[config.mk]
export PLATFORM = sky130hd
export DESIGN_NAME = crc_codeword_encoder
export DESIGN_NICKNAME = d
export VERILOG_FILES = /design/src/rtl/crc_enc_pkg.sv /design/src/rtl/crc_codeword_encoder.sv /design/src/rtl/crc_enc_front.sv /design/src/rtl/crc_enc_queue.sv /design/src/rtl/crc_enc_back.sv
export VERILOG_INCLUDE_DIRS = /design/src /design/src/rtl
export SDC_FILE = /design/constraint.sdc
export NUM_CORES = 1
export LEC_CHECK = 0
export ABC_AREA = 0
export ABC_CLOCK_PERIOD_IN_PS = 9500
export CORE_MARGIN = 5
export CORE_UTILIZATION = 65
export CTS_BUF_LIST = sky130_fd_sc_hd__clkbuf_8
export CTS_CLUSTER_DIAMETER = 120
export DETAILED_ROUTE_END_ITERATION = 10
export DONT_BUFFER_PORTS = 1
export GPL_ROUTABILITY_DRIVEN = 0
export PLACE_DENSITY = 0.81
export SYNTH_ARGS = -nofsm -noshare
export SYNTH_HDL_FRONTEND = slang
export SYNTH_SLANG_ARGS = --single-unit
[constraint.sdc]
create_clock -name aclk -period 9.5 [get_ports aclk]
set_input_delay 0.95 -clock aclk [delete_from_list [all_inputs] [get_ports aclk]]
set_output_delay 0.95 -clock aclk [all_outputs]
set_load 0.1 [all_outputs]
[src/rtl/crc_codeword_encoder_defines.svh]
// Assertion macros shared by the CRC codeword encoder RTL.
`ifndef CRC_CODEWORD_ENCODER_DEFINES_SVH
`define CRC_CODEWORD_ENCODER_DEFINES_SVH

// Same-cycle implication, sampled on aclk, off during reset.
`define CRC_ASSERT_NOW(label, ante, cons, msg) \
    label: assert property (@(posedge aclk) disable iff (!aresetn) (ante) |-> (cons)) \
        else $error(msg);

// Next-cycle implication, sampled on aclk, off during reset.
`define CRC_ASSERT_NEXT(label, ante, cons, msg) \
    label: assert property (@(posedge aclk) disable iff (!aresetn) (ante) |=> (cons)) \
        else $error(msg);

`endif

[src/rtl/crc_enc_pkg.sv]
// Package: types and constants of the CRC codeword encoder.
`default_nettype none
package crc_enc_pkg;

    localparam int MAX_DEGREE  = 32;
    localparam int DEG_W       = $clog2(MAX_DEGREE + 1);
    localparam int CFG_POLY_W  = 32;
    localparam int CFG_DEG_W   = 6;
    localparam int APB_ADDR_W  = 3;
    localparam int APB_DATA_W  = 32;
    localparam int QUEUE_DEPTH = 4;
    localparam int QPTR_W      = $clog2(QUEUE_DEPTH);
    localparam int QCNT_W      = $clog2(QUEUE_DEPTH + 1);

    typedef logic [MAX_DEGREE-1:0] rem_t;

    // Register index, taken from paddr[2]
    typedef enum logic {
        REG_POLY   = 1'b0,
        REG_DEGREE = 1'b1
    } reg_idx_t;

    // One classified item handed from the front to the back
    typedef struct packed {
        logic             msg_bit;
        logic             last;
        logic [DEG_W-1:0] degree;
        rem_t             rem;
    } crc_item_t;

endpackage
`default_nettype wire

[src/rtl/crc_codeword_encoder.sv]
// Top level: CRC codeword encoder with APB configuration registers.
//
// Bit-serial CRC encoder. Each input item carries one message bit (MSB first) and
// is echoed as one code bit; after the item marked tlast the degree check bits
// follow, MSB first, with tuser high, and the final bit of the codeword has tlast
// high (with degree zero that is the message bit itself). A new bit is taken every
// cycle: the remainder LFSR does one XOR level per bit. Output runs at one item per
// cycle while m_tready holds high; a four-entry queue keeps taking input while check
// bits drain, and the input stalls only when it fills. From input accept to output
// valid an item passes through the queue entry register and the output register.
// Registers: 0x0 generator_poly (bit i = coefficient of x^i below the leading one,
// reset 0x7), 0x4 generator_degree (6 bits, saturates at 32, reset 3).
`default_nettype none
module crc_codeword_encoder
    import crc_enc_pkg::*;
(
    input  wire logic                  aclk,
    input  wire logic                  aresetn,
    input  wire logic                  s_tvalid,
    output logic                       s_tready,
    input  wire logic [7:0]            s_tdata,   // [0] message_bit, [7:1] zero
    input  wire logic                  s_tlast,   // last_message_bit
    output logic                       m_tvalid,
    input  wire logic                  m_tready,
    output logic [7:0]                 m_tdata,   // [0] code_bit, [7:1] zero
    output logic                       m_tuser,   // is_check_bit
    output logic                       m_tlast,   // end_of_codeword
    input  wire logic                  psel,
    input  wire logic                  penable,
    input  wire logic                  pwrite,
    input  wire logic [APB_ADDR_W-1:0] paddr,
    input  wire logic [APB_DATA_W-1:0] pwdata,
    output logic [APB_DATA_W-1:0]      prdata,
    output logic                       pready
);

    logic [CFG_POLY_W-1:0] poly_reg;
    logic [CFG_POLY_W-1:0] poly_next;
    logic [CFG_DEG_W-1:0]  degree_reg;
    logic [CFG_DEG_W-1:0]  degree_next;
    reg_idx_t              reg_idx;
    logic                  wr_en;
    logic                  q_full;
    logic                  q_push;
    logic                  q_pop;
    logic                  q_valid;
    crc_item_t             push_item;
    crc_item_t             pop_item;

    assign pready  = 1'b1;
    assign reg_idx = reg_idx_t'(paddr[2]);
    assign wr_en   = psel && penable && pwrite && pready;

    always_comb begin
        poly_next   = poly_reg;
        degree_next = degree_reg;
        prdata      = '0;
        unique case (reg_idx)
            REG_POLY: begin
                prdata = APB_DATA_W'(poly_reg);
                if (wr_en) begin
                    poly_next = pwdata[CFG_POLY_W-1:0];
                end
            end
            REG_DEGREE: begin
                prdata = APB_DATA_W'(degree_reg);
                if (wr_en) begin
                    degree_next = pwdata[CFG_DEG_W-1:0];
                end
            end
            default: begin
                prdata = '0;
            end
        endcase
    end

    always_ff @(posedge aclk) begin
        if (!aresetn) begin
            poly_reg   <= CFG_POLY_W'(7);
            degree_reg <= CFG_DEG_W'(3);
        end else begin
            poly_reg   <= poly_next;
            degree_reg <= degree_next;
        end
    end

    crc_enc_front u_front (
        .aclk       (aclk),
        .aresetn    (aresetn),
        .s_tvalid   (s_tvalid),
        .s_tready   (s_tready),
        .s_tdata    (s_tdata),
        .s_tlast    (s_tlast),
        .cfg_poly   (poly_reg),
        .cfg_degree (degree_reg),
        .q_full     (q_full),
        .q_push     (q_push),
        .q_item     (push_item)
    );

    crc_enc_queue u_queue (
        .aclk      (aclk),
        .aresetn   (aresetn),
        .push      (q_push),
        .push_item (push_item),
        .pop       (q_pop),
        .pop_item  (pop_item),
        .not_empty (q_valid),
        .full      (q_full)
    );

    crc_enc_back u_back (
        .aclk     (aclk),
        .aresetn  (aresetn),
        .q_valid  (q_valid),
        .q_item   (pop_item),
        .q_pop    (q_pop),
        .m_tvalid (m_tvalid),
        .m_tready (m_tready),
        .m_tdata  (m_tdata),
        .m_tuser  (m_tuser),
        .m_tlast  (m_tlast)
    );

endmodule
`default_nettype wire

[src/rtl/crc_enc_front.sv]
// Front: takes message bits, runs the remainder LFSR and queues items.
`default_nettype none
`include "crc_codeword_encoder_defines.svh"
module crc_enc_front
    import crc_enc_pkg::*;
(
    input  wire logic                  aclk,
    input  wire logic                  aresetn,
    input  wire logic                  s_tvalid,
    output logic                       s_tready,
    input  wire logic [7:0]            s_tdata,   // [0] message_bit, [7:1] zero
    input  wire logic                  s_tlast,   // last_message_bit
    input  wire logic [CFG_POLY_W-1:0] cfg_poly,
    input  wire logic [CFG_DEG_W-1:0]  cfg_degree,
    input  wire logic                  q_full,
    output logic                       q_push,
    output crc_item_t                  q_item
);

    rem_t             rem_reg;
    rem_t             rem_next;
    rem_t             mask;
    rem_t             rem_m;
    rem_t             rem_shr;
    rem_t             rem_new;
    rem_t             poly_ext;
    logic [DEG_W-1:0] deg;
    logic             fb;
    logic             accept;

    assign s_tready = !q_full;
    assign accept   = s_tvalid && s_tready;
    assign q_push   = accept;

    always_comb begin
        // degrees above the maximum saturate
        if ({2'b00, cfg_degree} > 8'(MAX_DEGREE)) begin
            deg = DEG_W'(MAX_DEGREE);
        end else begin
            deg = DEG_W'(cfg_degree);
        end
        mask     = ~({MAX_DEGREE{1'b1}} << deg);
        poly_ext = MAX_DEGREE'(cfg_poly);
        rem_m    = rem_reg & mask;
        rem_shr  = rem_m >> (deg - DEG_W'(1));
        fb       = (deg != '0) && (rem_shr[0] ^ s_tdata[0]);
        rem_new  = ((rem_m << 1) ^ (fb ? poly_ext : '0)) & mask;

        q_item.msg_bit = s_tdata[0];
        q_item.last    = s_tlast;
        q_item.degree  = deg;
        q_item.rem     = rem_new;

        rem_next = rem_reg;
        if (accept) begin
            rem_next = s_tlast ? '0 : rem_new;
        end
    end

    always_ff @(posedge aclk) begin
        if (!aresetn) begin
            rem_reg <= '0;
        end else begin
            rem_reg <= rem_next;
        end
    end

    `CRC_ASSERT_NEXT(a_rem_clear_after_last, accept && s_tlast, rem_reg == '0,
        "remainder not cleared after last message bit")

endmodule
`default_nettype wire

[src/rtl/crc_enc_queue.sv]
// Queue: short register FIFO between the front and the back.
`default_nettype none
`include "crc_codeword_encoder_defines.svh"
module crc_enc_queue
    import crc_enc_pkg::*;
(
    input  wire logic      aclk,
    input  wire logic      aresetn,
    input  wire logic      push,
    input  wire crc_item_t push_item,
    input  wire logic      pop,
    output crc_item_t      pop_item,
    output logic           not_empty,
    output logic           full
);

    crc_item_t         entry_reg [QUEUE_DEPTH];
    logic [QPTR_W-1:0] wr_ptr_reg;
    logic [QPTR_W-1:0] wr_ptr_next;
    logic [QPTR_W-1:0] rd_ptr_reg;
    logic [QPTR_W-1:0] rd_ptr_next;
    logic [QCNT_W-1:0] count_reg;
    logic [QCNT_W-1:0] count_next;
    logic              do_push;
    logic              do_pop;

    assign not_empty = (count_reg != '0);
    assign full      = (count_reg == QCNT_W'(QUEUE_DEPTH));
    assign do_push   = push && !full;
    assign do_pop    = pop && not_empty;
    assign pop_item  = entry_reg[rd_ptr_reg];

    always_comb begin
        wr_ptr_next = do_push ? wr_ptr_reg + QPTR_W'(1) : wr_ptr_reg;
        rd_ptr_next = do_pop  ? rd_ptr_reg + QPTR_W'(1) : rd_ptr_reg;
        count_next  = count_reg;
        if (do_push && !do_pop) begin
            count_next = count_reg + QCNT_W'(1);
        end else if (do_pop && !do_push) begin
            count_next = count_reg - QCNT_W'(1);
        end
    end

    always_ff @(posedge aclk) begin
        if (!aresetn) begin
            wr_ptr_reg <= '0;
            rd_ptr_reg <= '0;
            count_reg  <= '0;
        end else begin
            wr_ptr_reg <= wr_ptr_next;
            rd_ptr_reg <= rd_ptr_next;
            count_reg  <= count_next;
        end
    end

    always_ff @(posedge aclk) begin
        if (do_push) begin
            entry_reg[wr_ptr_reg] <= push_item;
        end
    end

    `CRC_ASSERT_NOW(a_count_bound, 1'b1, count_reg <= QCNT_W'(QUEUE_DEPTH),
        "queue count above depth")

endmodule
`default_nettype wire

[src/rtl/crc_enc_back.sv]
// Back: emits the message bit, then shifts out the check bits.
`default_nettype none
`include "crc_codeword_encoder_defines.svh"
module crc_enc_back
    import crc_enc_pkg::*;
(
    input  wire logic        aclk,
    input  wire logic        aresetn,
    input  wire logic        q_valid,
    input  wire crc_item_t   q_item,
    output logic             q_pop,
    output logic             m_tvalid,
    input  wire logic        m_tready,
    output logic [7:0]       m_tdata,   // [0] code_bit, [7:1] zero
    output logic             m_tuser,   // is_check_bit
    output logic             m_tlast    // end_of_codeword
);

    logic             m_tvalid_reg;
    logic             m_tvalid_next;
    logic             code_reg;
    logic             code_next;
    logic             check_reg;
    logic             check_next;
    logic             end_reg;
    logic             end_next;
    logic [DEG_W-1:0] cnt_reg;
    logic [DEG_W-1:0] cnt_next;
    rem_t             sr_reg;
    rem_t             sr_next;
    logic             advance;

    assign advance  = !m_tvalid_reg || m_tready;
    assign m_tvalid = m_tvalid_reg;
    assign m_tdata  = {7'b0, code_reg};
    assign m_tuser  = check_reg;
    assign m_tlast  = end_reg;

    always_comb begin
        m_tvalid_next = m_tvalid_reg;
        code_next     = code_reg;
        check_next    = check_reg;
        end_next      = end_reg;
        cnt_next      = cnt_reg;
        sr_next       = sr_reg;
        q_pop         = 1'b0;
        if (advance) begin
            if (cnt_reg != '0) begin
                m_tvalid_next = 1'b1;
                code_next     = sr_reg[MAX_DEGREE-1];
                check_next    = 1'b1;
                end_next      = (cnt_reg == DEG_W'(1));
                sr_next       = sr_reg << 1;
                cnt_next      = cnt_reg - DEG_W'(1);
            end else if (q_valid) begin
                q_pop         = 1'b1;
                m_tvalid_next = 1'b1;
                code_next     = q_item.msg_bit;
                check_next    = 1'b0;
                end_next      = q_item.last && (q_item.degree == '0);
                if (q_item.last) begin
                    cnt_next = q_item.degree;
                    // left-align so the remainder MSB is emitted first
                    sr_next  = q_item.rem << (DEG_W'(MAX_DEGREE) - q_item.degree);
                end
            end else begin
                m_tvalid_next = 1'b0;
            end
        end
    end

    always_ff @(posedge aclk) begin
        if (!aresetn) begin
            m_tvalid_reg <= 1'b0;
            cnt_reg      <= '0;
        end else begin
            m_tvalid_reg <= m_tvalid_next;
            cnt_reg      <= cnt_next;
        end
    end

    always_ff @(posedge aclk) begin
        code_reg  <= code_next;
        check_reg <= check_next;
        end_reg   <= end_next;
        sr_reg    <= sr_next;
    end

    `CRC_ASSERT_NEXT(a_check_emitted, advance && (cnt_reg != '0),
        m_tvalid_reg && check_reg, "check bit not emitted while draining")
    `CRC_ASSERT_NEXT(a_final_check_flag, advance && (cnt_reg == DEG_W'(1)),
        end_reg && (cnt_reg == '0), "final check bit not flagged")
    `CRC_ASSERT_NOW(a_no_pop_while_draining, cnt_reg != '0, !q_pop,
        "item popped while check bits remain")

endmodule
`default_nettype wire
* Word-level counts from Yosys, hierarchy flattened
Memories as Yosys holds them, arrays and structs flattened. A register that Yosys moved wholly into a read port is not among the register bits. Index checks and enable logic that the tools add are counted.
Word-level totals: register bits 119, bits in writable memories 160, input port bits 51, output and inout port bits 45, word-level logic and storage cells 83, memories kept 1
Memories:
- u_queue.entry_reg | words 4, width 40, rd ports 1, clocked after memory_dff 1, write ports 1, RTL line crc_enc_queue.sv:17 | crc_item_t entry_reg [QUEUE_DEPTH];
Operators by class: add/sub/neg operators 7, magnitude comparators 1, equality and inequality tests 2, shifts and indexed selects 3, muxes and demuxes 25, bitwise gates (word level) 6, reductions and logical operators 25
Operators with widths (count):
- $mux W32 | 5
- $and A32 B32 Y32 | 2
- $pmux W32 S2 | 1
- $not A32 Y32 | 1
- $shl A32 B6 Y32 | 1
- $shl A32 B6 Y32 const A | 1
- $shr A32 B6 Y1 | 1
- $xor A32 B32 Y32 | 1
- $mux W6 | 4
- $reduce_bool A6 Y1 | 2
- $sub A6 B1 Y6 const B | 2
- $mux W1 | 11
- $logic_and A1 B1 Y1 | 9
- $eq A6 B1 Y1 const B | 1
- $gt A6 B6 Y1 const B | 1
- $logic_not A6 Y1 | 1
- $mux W3 | 2
- $reduce_and A2 Y1 | 3
- $reduce_bool A2 Y1 | 3
- $sub A6 B6 Y6 const A | 1
- $add A2 B1 Y2 const B | 2
- $logic_not A1 Y1 | 4
- $mux W2 | 2
- $add A3 B1 Y3 const B | 1
- other kinds (7) | 7

* Logic depth before layout (Yosys ltp)
word-level depth 12, depth in mapped cells 21, gate-level depth less buffers 12

* Modules after synthesis
From an unflattened synthesis, not the netlist that was laid out.
Second synthesis, totals: cells, all modules 1183, area total of the unflattened synthesis 14792.9 sq um
By module, submodules not included:
- crc_enc_queue | instances 1, cells an instance 257, area an instance 6307.3 sq um, seq. area each 4984.8 sq um
- crc_enc_back | instances 1, cells an instance 333, area an instance 3688.5 sq um, seq. area each 1191.1 sq um
- crc_enc_front | instances 1, cells an instance 394, area an instance 2979.1 sq um, seq. area each 640.6 sq um
- crc_codeword_encoder | instances 1, cells an instance 199, area an instance 1818.0 sq um, seq. area each 760.7 sq um

* Least setup slack after synthesis
Ideal clock, no wire load.
kind flip-flop to flip-flop, start point reg degree_reg[5], end point mem u_queue.entry_reg[0][11] in the netlist's numbering, data pin, library setup time 261 ps, arrival 4579 ps, data required time 9239 ps, path slack 4660 ps, stages on the path, launching flop included 21, buffers on the path 9, clock period less this slack 4840 ps, cells stage by stage dfxtp_1 -> buf_2 -> buf_1 -> clkbuf_1 -> buf_1 -> buf_1 -> nand2b_1 -> inv_1 -> ha_1 -> clkbuf_1 -> or3_1 -> and4_4 -> a2111oi_4 -> a211oi_1 -> o311a_1 -> o32a_1 -> buf_2 -> mux2_4 -> buf_6 -> buf_2 -> a31o_2
RTL lines:
- start: declaration | RTL line crc_codeword_encoder.sv:39 | logic [CFG_DEG_W-1:0] degree_reg;
- start signal: assignment | RTL line crc_codeword_encoder.sv:83 | degree_reg <= degree_next;
- end: declaration | RTL line crc_enc_queue.sv:17

==> flow_summary_export.csv <==
group,metric,value,unit
placement,dpl_cell_area,14950,µm²
clocking,cts_tree,"built",
sta,clock.fmax,191.8,MHz
clocking,cts_resized,0,
sta,finalWorstSetupSlack,4287,ps
synth,syn-cell-area,14820,µm²
pwr,clock_power_share,23.6,%
critical_path,worstSetupPathType,"flop to flop",
sta,final.period_utilization,54.87,%
sta,slew_headroom,25.68,%
synth,ys.flop_type,"edfxtp_1",
synth,synthXorXnorAreaFrac,0.9455,%
pwr,ir_drop,173.5,µV
sta,fin_crit,5213,ps
clocking,cts.path.max_buffers,3,
synth,yosys_register_bits,281,
pwr,switching_share,36.41,%
drt,vias,10660,
clocking,numCtsBuffers,45,
pwr,p_per_area,264.1,nW/µm²
pwr,leakage,5.767,nW
synth,yosys_warnings,0,
sta,fin_skew,30.75,ps
synth,synthAdderAreaFrac,1.064,%
drt,drc,0,
global_routing,grt_max_degree,77,
global_routing,grt-ovfl-total,0,
global_routing,grt_first_pass_wirelength,54930,µm
floorplanning,start_util,65.66,%
pwr,intPower,2.653,mW
synth,yosys.area_share.simple,16.48,%
clocking,path_clk_slew,60,ps
clocking,hold_buffers,0,
critical_path,r2r_cells,13,
sta,worst_pin_slew,1107,ps
synth,synth_compound_area_share,13.10,%
floorplanning,die_y,161,µm
worst_hold_path,hold_start,"u_front.rem_reg[21]",
clocking,clk_latency,570,ps
floorplanning,die_width,161,µm
floorplanning,core_area,22570,µm²
critical_path,rr_startpoint,"degree_reg[5]",
synth,synth_edf_count,195,
floorplanning,pin_count,96,
finish,fin_area,15800,µm²
clocking,root_buffer,"clkbuf_8",
critical_path,cp-end-kind,"flop",
finish,fin_nets,1397,
global_routing,grt_pass1_vias,10390,
clocking,cts_setup_buffers,0,
pwr,combPwrFrac,36.0,%
sta,drv_slew,0,
finish,final_cell_mix,"edfxtp_1, nand2_1, nor2_1",
global_routing,antenna_found_initial,0,
drt,wl_per_cell,20.45,µm
pwr,p_seq_share,40.4,%
placement,hpwl,22680,µm
global_routing,grt_usage,26.08,%
synth,muxShareOfSynthArea,13.47,%
drt,drt_iter0_markers,837,
clocking,cts_max_level,2,
pwr,finalPower,4.173,mW
critical_path,reg2reg_setup_slack,4290,ps
finish,diodes,0,
placement,place_ws,4426,ps
synth,synthDistinctLibCells,79,
critical_path,arrival,5480,ps
floorplanning,die_area,25920,µm²
pwr,power.switching,1.519,mW
worst_hold_path,hold_class,"flop to flop",
floorplanning,rows,55,
finish,largest_reg_flops,160,
run,drv_cap,0,
worst_hold_path,whs_path_depth,2,
critical_path,critPathRequiredTime,9770,ps
finish,drive_gt1_share,15.19,%
synth,synth_top_family_by_area,"simple AND/OR/NAND/NOR gates",
drt,ant_nets,0,
sta,timing.setup.tns,0,ps
finish,layout_commonest_cell,"edfxtp_1",
critical_path,r2r-end,"u_queue.entry_reg[3][20]",
synth,synthCells,1370,
synth,yosysSeqAreaShare,51.13,%
drt,routed_wl,33830,µm
drt,viasPerCell,6.447,
critical_path,cp_max_fo,76,
sta,hold_viol_final,0,
sta,setup_viol,0,
synth,synth-async-reset-ratio,0,%
synth,syn_avg_cell_area,10.82,µm²
drt,drt_first_pass_iters,6,
sta,grt_setup_unrepaired,"false",
placement,numPortBuffers,0,
finish,area_delta_synth_final,6.594,%
worst_hold_path,whs_endpoint,"u_front.rem_reg[21]",
status,status,"completed",
clocking,cts.sinks,281,
critical_path,worst_setup_path_start_kind,"flop",
==> kinds of logic (layout without fill, tap and decap cells) <==
family | after synthesis | after routing
flip-flops | 281 | 281
XOR/XNOR | 16 | 16
buffers and inverters | 127 | 120
multiplexers | 144 | 144
adder cells (fa/ha/maj) | 12 | 12
AND/OR/NAND/NOR | 505 | 505
other | 2 | 8
AO/OA/AOI/OAI | 283 | 283
==> synth_stat cells, types with 7 or more instances <==
cell type | n | area (µm²)
edfxtp_1 | 195 | 5856
nand2_1 | 191 | 716.9
nor2_1 | 92 | 345.3
dfxtp_1 | 86 | 1722
a21oi_1 | 85 | 425.4
mux2i_1 | 65 | 650.6
clkbuf_1 | 63 | 236.5
mux4_2 | 40 | 900.9
nand3_1 | 40 | 200.2
nor2b_1 | 40 | 250.2
o21ai_0 | 39 | 195.2
mux2_2 | 37 | 416.7
nor3_1 | 34 | 170.2
a21boi_0 | 31 | 232.7
buf_2 | 25 | 125.1
a21o_1 | 23 | 172.7
inv_1 | 21 | 78.83
a22o_1 | 16 | 140.1
a221o_1 | 15 | 150.1
and2_1 | 15 | 93.84
nand2b_1 | 15 | 93.84
nor4_1 | 13 | 81.33
ha_1 | 11 | 137.6
nor4b_1 | 11 | 96.34
xnor2_1 | 11 | 96.34
a211oi_1 | 10 | 75.07
nand4_1 | 10 | 62.56
buf_4 | 9 | 67.56
and3_1 | 8 | 50.05
a31o_2 | 7 | 61.31
or3_1 | 7 | 43.79
==> worst max-delay path, cell delays in order, from the launching register on <==
cell and delay [ps]:
dfxtp_2 480, buf_4 430, nor2b_1 110, inv_1 220, ha_1 400, inv_1 160
xnor2_1 540, a311o_1 210, o22ai_1 70, o311ai_1 290, o32a_1 440, mux2_4 800
a21oi_1 210, nor3_1 520
==> per-layer routing <==
| layer | GRT usage (%) | up-vias | share of wire (%) | wire length [µm] |
|---|---|---|---|---|
| li1 | - | 5017 | - | - |
| met3 | 3.776 | 86 | 6.2 | 2110 |
| met4 | 9.655 | 0 | 3.3 | 1124 |
| met2 | 42.73 | 393 | 48 | 16370 |
| met5 | 0 | - | 0 | 0 |
| met1 | 35.90 | 5167 | 42 | 14220 |
==> through the flow <==
step	hold slack, ps	std cells	util (%)
floorplan	426.7	1376	-
global placement	445.5	1572	66.22
detailed placement	446.8	1572	66.22
CTS	444.9	1654	69.99
global route	458.1	1654	69.99
finish	471.8	1654	69.99
==> cell type report <==
class	instances	area, µm²
Fill cell	1612	6774
Timing Repair Buffer	16	120.1
Clock inverter	36	217.7
Multi-Input combinational cell	968	6808
Clock buffer	46	633.1
Inverter	22	82.58
Tap cell	285	356.6
Sequential cell	281	7580
==> power by group through the flow <==
stage / clock, mW / combinational [mW] / sequential, mW
2_1_floorplan: 0 / 1.22 / 1.67
3_3_place_gp: 0 / 1.45 / 1.70
3_5_place_dp: 0 / 1.49 / 1.71
4_1_cts: 1.00 / 1.50 / 1.69
5_1_grt: 1.07 / 1.65 / 1.70
6_report: 0.984 / 1.50 / 1.69
==> worst max path at each step <==
stage	startpoint	to	slack (ps)	depth (start not counted)
after floorplan	degree_reg[5]	u_queue.entry_reg[0][11]	4660	20
after global placement	degree_reg[5]	u_queue.entry_reg[0][20]	4520	13
after detailed placement	degree_reg[5]	u_queue.entry_reg[0][20]	4430	13
after CTS	degree_reg[5]	u_queue.entry_reg[2][20]	4370	13
after global routing	degree_reg[5]	u_queue.entry_reg[0][20]	3920	13
final	degree_reg[5]	u_queue.entry_reg[3][20]	4290	13
Note: power is estimated with default switching activity, not from simulation.
